$ cat config.mk
export PLATFORM = sky130hd
export DESIGN_NAME = rlhs_ctrl
export DESIGN_NICKNAME = d
export VERILOG_FILES = /design/src/design/rlhs_pkg.sv /design/src/design/rlhs_ctrl.sv
export SDC_FILE = /design/constraint.sdc
export NUM_CORES = 1
export LEC_CHECK = 0
export BUFFER_PORTS_ARGS = -buffer_cell sky130_fd_sc_hd__buf_4
export CAP_MARGIN = 5
export CORE_AREA = 2 2 39 41
export CTS_BUF_LIST = sky130_fd_sc_hd__clkbuf_16
export DETAILED_ROUTE_END_ITERATION = 6
export DIE_AREA = 0 0 41 43
export MAX_ROUTING_LAYER = met4
export PLACE_DENSITY = 0.55
export SLEW_MARGIN = 15
export SYNTH_ARGS = -nofsm -noshare
export SYNTH_HDL_FRONTEND = slang
export SYNTH_SLANG_ARGS = --single-unit
export TNS_END_PERCENT = 100
$ cat constraint.sdc
create_clock -name clk -period 1.2 [get_ports clk]
set_clock_uncertainty 0.15 [all_clocks]
set_input_delay 0.24 -clock clk [delete_from_list [all_inputs] [get_ports clk]]
set_output_delay 0.24 -clock clk [all_outputs]
set_load 0.03 [all_outputs]
$ cat src/design/rlhs_pkg.sv
// shared types, constants and codes of the line hypothesis scorer
package rlhs_pkg;

	localparam int DefMaxPoints = 1024;

	localparam logic [15:0] ThreshReset = 16'd1000;
	localparam logic [10:0] MinInlReset = 11'd35;
	localparam logic [15:0] RangeReset  = 16'd5000;

	typedef enum logic [1:0] {
		OP_LOAD  = 2'd0,
		OP_EVAL  = 2'd1,
		OP_CLEAR = 2'd2,
		OP_NONE  = 2'd3
	} op_t;

	typedef enum logic [2:0] {
		ST_STORED   = 3'd0,
		ST_FILTERED = 3'd1,
		ST_FULL     = 3'd2,
		ST_DEGEN    = 3'd3,
		ST_TOO_FEW  = 3'd4,
		ST_ACCEPTED = 3'd5,
		ST_NEW_BEST = 3'd6,
		ST_CLEARED  = 3'd7
	} status_t;

	typedef enum logic [1:0] {
		REG_THRESH = 2'd0,
		REG_MIN    = 2'd1,
		REG_RANGE  = 2'd2
	} reg_idx_t;

	typedef enum logic [2:0] {
		S_IDLE,
		S_RD_A,
		S_RD_B,
		S_CHECK,
		S_SCAN,
		S_DRAIN,
		S_DONE,
		S_OUT
	} state_t;

	typedef struct packed {
		logic [1:0]         op;
		logic signed [15:0] point_x;
		logic signed [15:0] point_y;
		logic [15:0]        range_mm;
		logic [9:0]         first_index;
		logic [9:0]         second_index;
	} in_word_t;

	typedef struct packed {
		logic [2:0]         status;
		logic [10:0]        stored_points;
		logic [10:0]        inlier_count;
		logic [10:0]        best_count;
		logic signed [15:0] best_first_x;
		logic signed [15:0] best_first_y;
		logic signed [15:0] best_second_x;
		logic signed [15:0] best_second_y;
	} out_word_t;

	// controller to datapath
	typedef struct packed {
		logic take_in;    // capture input word
		logic do_load;    // store or filter a point
		logic do_clear;
		logic rd_a;       // read first pair point
		logic rd_b;       // read second pair point
		logic do_check;   // degenerate test, set up line
		logic scan_start;
		logic do_scan;    // issue one point read
		logic do_decide;
		logic do_degen;
	} cmd_t;

	// datapath to controller
	typedef struct packed {
		logic     idx_bad;
		logic     pair_bad;
		logic     scan_last;  // last read issued
		logic     pipe_empty;
		op_t      op;
	} stat_t;

endpackage

$ cat src/design/rlhs_ctrl.sv
// controller state machine of the line hypothesis scorer
module rlhs_ctrl import rlhs_pkg::*; (
	input  logic  clk,
	input  logic  arst_n,
	input  logic  in_valid,
	output logic  in_ready,
	output logic  out_valid,
	input  logic  out_ready,
	input  stat_t st,
	output cmd_t  cmd
);

	state_t state_q, state_d;

	always_ff @(posedge clk or negedge arst_n) begin
		if (!arst_n) begin
			state_q <= S_IDLE;
		end else begin
			state_q <= state_d;
		end
	end

	always_comb begin
		state_d   = state_q;
		cmd       = '0;
		in_ready  = 1'b0;
		out_valid = 1'b0;
		case (state_q)
			S_IDLE: begin
				in_ready = 1'b1;
				if (in_valid) begin
					cmd.take_in = 1'b1;
					state_d = S_CHECK;
				end
			end
			S_CHECK: begin
				case (st.op)
					OP_LOAD: begin
						cmd.do_load = 1'b1;
						state_d = S_OUT;
					end
					OP_CLEAR: begin
						cmd.do_clear = 1'b1;
						state_d = S_OUT;
					end
					OP_EVAL: begin
						if (st.idx_bad) begin
							cmd.do_degen = 1'b1;
							state_d = S_OUT;
						end else begin
							cmd.rd_a = 1'b1;
							state_d = S_RD_A;
						end
					end
					default: state_d = S_IDLE;
				endcase
			end
			S_RD_A: begin
				cmd.rd_b = 1'b1;
				state_d = S_RD_B;
			end
			S_RD_B: begin
				state_d = S_DONE;
			end
			S_DONE: begin
				cmd.do_check = 1'b1;
				if (st.pair_bad) begin
					cmd.do_degen = 1'b1;
					state_d = S_OUT;
				end else begin
					cmd.scan_start = 1'b1;
					state_d = S_SCAN;
				end
			end
			S_SCAN: begin
				cmd.do_scan = 1'b1;
				if (st.scan_last) begin
					state_d = S_DRAIN;
				end
			end
			S_DRAIN: begin
				if (st.pipe_empty) begin
					cmd.do_decide = 1'b1;
					state_d = S_OUT;
				end
			end
			S_OUT: begin
				out_valid = 1'b1;
				if (out_ready) begin
					state_d = S_IDLE;
				end
			end
			default: state_d = S_IDLE;
		endcase
	end

endmodule

==> impl_metrics.ini <==
[run_status]
status = finished with violations
violations = setup timing

[die]
die-area_um2 = 1760
die_x_um = 41
start_util_pct = 24.4
row_count = 14
io_pins = 22
core_area_um2 = 1380
die_h_um = 43

[sta]
setup_ws_ps = -502
setup_viol = 15
worst_pin_slew_ps = 232
timing.final.hold_violations = 0
rsz0062_at_grt = true
period_share_pct = 142
fmax_mhz = 587
slew_headroom_pct = 84.5
maxSlewViolCount = 0
finalCriticalPeriod_ps = 1700

[power]
total_power_mw = 2.36
peakVddDrop_mv = 1.25
leakage_nw = 0.415
power.density_nw_per_um2 = 2680

[cells_and_area]
area_delta_synth_final_pct = 161
fillCellCount = 125
fin_nets = 99
largest_reg_flops = 3
final_cells = 104
regMostFlops = state_q
drive_above_1_share_pct = 73.9
antenna_cells = 0
reg_top3 = state_q: 3 flops

[setup_path]
worstPathArrival_ps = 1310
r2r-end = state_q[1]
reg2regPathDepth = 5
rrSetupSlack_ps = -320
required_ps = 810
rr_startpoint = state_q[2]
path_class = flop to primary output
startpoint_type = flop
crit_path_max_fanout = 4
endpoint_kind = primary output

[logic_synthesis]
ys_seq_elements = 3
yosysTopAreaCell = dfrtp_1
synth.area.top_cells = dfrtp_1 22%, o31a_1 5.2%, nor3_1 4.4%, buf_4 4.4%, nand2_1 4.4%
synth_edf_count = 0
synth_ff_type = dfrtp_1
synth_warnings = 0
synth.most_common_cell = nand2_1
yosys.area.top_type_share_pct = 22.2
syn_inst = 45
syn_area_um2 = 338
ys_top_cells_by_count = 4 x nand2_1, 3 x dfrtp_1, 3 x nor2_1, 3 x nor3_1
syn_nets = 55
yosysSeqAreaShare_pct = 22.2
ys_async_sr_fraction_pct = 100
synth.avg_cell_area_um2 = 7.51
yosys.cell_types.count = 30

[global_route]
grt.busiest_layer = met2
overflow = 0
grt_pass1_vias = 470
grt_first_pass_wirelength_um = 1790
grt_use_met3_pct = 3.14
grt_antenna_before_repair = 0
use_met1_pct = 19.4
grt_max_degree = 11
grt.met2_usage_pct = 22.8
grt_usage_pct = 15.3

[cts]
cts-root-buf = clkbuf_16
clk_pin_slew_ps = 30
clock-sinks = 3
h-tree-depth = 1
cts_tree = built
clock_latency_ps = 220
clock_path_buffers = 2
numCtsBuffers = 3

[routing]
drc = 0
first_pass_iters = 2
vias = 496
drtIter0Drc = 12
wire_per_inst_um = 11.4
via_per_inst = 4.77
detail_route.wirelength_um = 1180
antenna_left = 0

[min_path]
holdPathStages = 2
worstHoldStart = out_ready
min_path_type = input port to flop
hold_path_end = state_q[2]

[placement]
hpwl_um = 813
gp_congestion = 0.842
numPortBuffers = 21
dp_cells = 90

[run]
max-cap-violations = 0
## kinds of logic after synthesis
family	Yosys count	synth area share, %
AO/OA/AOI/OAI	12	23.7
buffers and inverters	6	11.5
flip-flops	3	22.2
multiplexers	1	2.96
AND/OR/NAND/NOR	23	39.6
## cell usage in the layout, fill, tap and decap left out, drive strengths merged, types with 3 or more instances in the layout
| master | synthesis | routed |
|---|---|---|
| buf | 4 | 42 |
| nor3 | 4 | 4 |
| nor2 | 3 | 3 |
| o21ai | 3 | 3 |
| dfrtp | 3 | 3 |
| nand2 | 4 | 4 |
| clkbuf | 0 | 3 |
| inv | 2 | 3 |
## area by class of cell
class / instances / area [um^2] / area share [%]
Sequential cell: 3 / 78.8 / 8.94
Inverter: 2 / 7.51 / 0.851
Clock inverter: 1 / 3.75 / 0.426
Clock buffer: 3 / 75.1 / 8.51
Multi-Input combinational cell: 36 / 308 / 34.9
Tap cell: 16 / 20.0 / 2.27
Timing Repair Buffer: 43 / 389 / 44.1
## per-layer routing
| layer | routed length, um | share of wire [%] |
|---|---|---|
| met5 | 0 | 0 |
| met4 | 19 | 1.6 |
| met3 | 59 | 5.0 |
| met2 | 596 | 50 |
| met1 | 509 | 43 |
## how the worst max path moves through the flow
stage	from	endpoint	slack (ps)	depth (start not counted)
after floorplan	state_q[1]	cmd[9]	-420	4
after global placement	state_q[2]	cmd[6]	-250	3
after detailed placement	state_q[2]	cmd[6]	-240	3
after CTS	state_q[2]	cmd[6]	-490	3
after global routing	state_q[2]	cmd[8]	-560	3
final	state_q[2]	out_valid	-500	5
## per-stage QoR
| stage | util, % | setup WS, ps | hold slack (ps) | setup TNS (ps) | area [um^2] |
|---|---|---|---|---|---|
| 6_report | 63.7 | -502 | 84.6 | -5740 | 882 |
| 5_1_grt | 63.7 | -561 | 89.2 | -6490 | 882 |
| 4_1_cts | 58.6 | -487 | 87.8 | -5270 | 811 |
| 3_5_place_dp | 45.8 | -241 | -120 | -2550 | 634 |
| 3_3_place_gp | 45.8 | -253 | -120 | -2520 | 634 |
| 2_1_floorplan | - | -424 | -206 | -2800 | 408 |
## timing repair
item,CTS,global route
setup buffers,4,5
resized for setup,16,11
endpoints found under the setup margin,15,15
pin swaps,4,6
cloned,0,0
endpoints found under the hold margin,3,0
hold buffers,1,0
## report_power, final
| part | switching (mW) | internal [mW] |
|---|---|---|
| combinational | 0.729 | 0.871 |
| sequential | 0.0812 | 0.161 |
| clock | 0.0915 | 0.430 |
## critical path, stage by stage, from the launching register on
cell and delay [ps]:
dfrtp_2 420, buf_4 150, buf_6 100, buf_6 110, and3_4 180, buf_6 130
No activity file was read; power rests on OpenSTA's default activity.
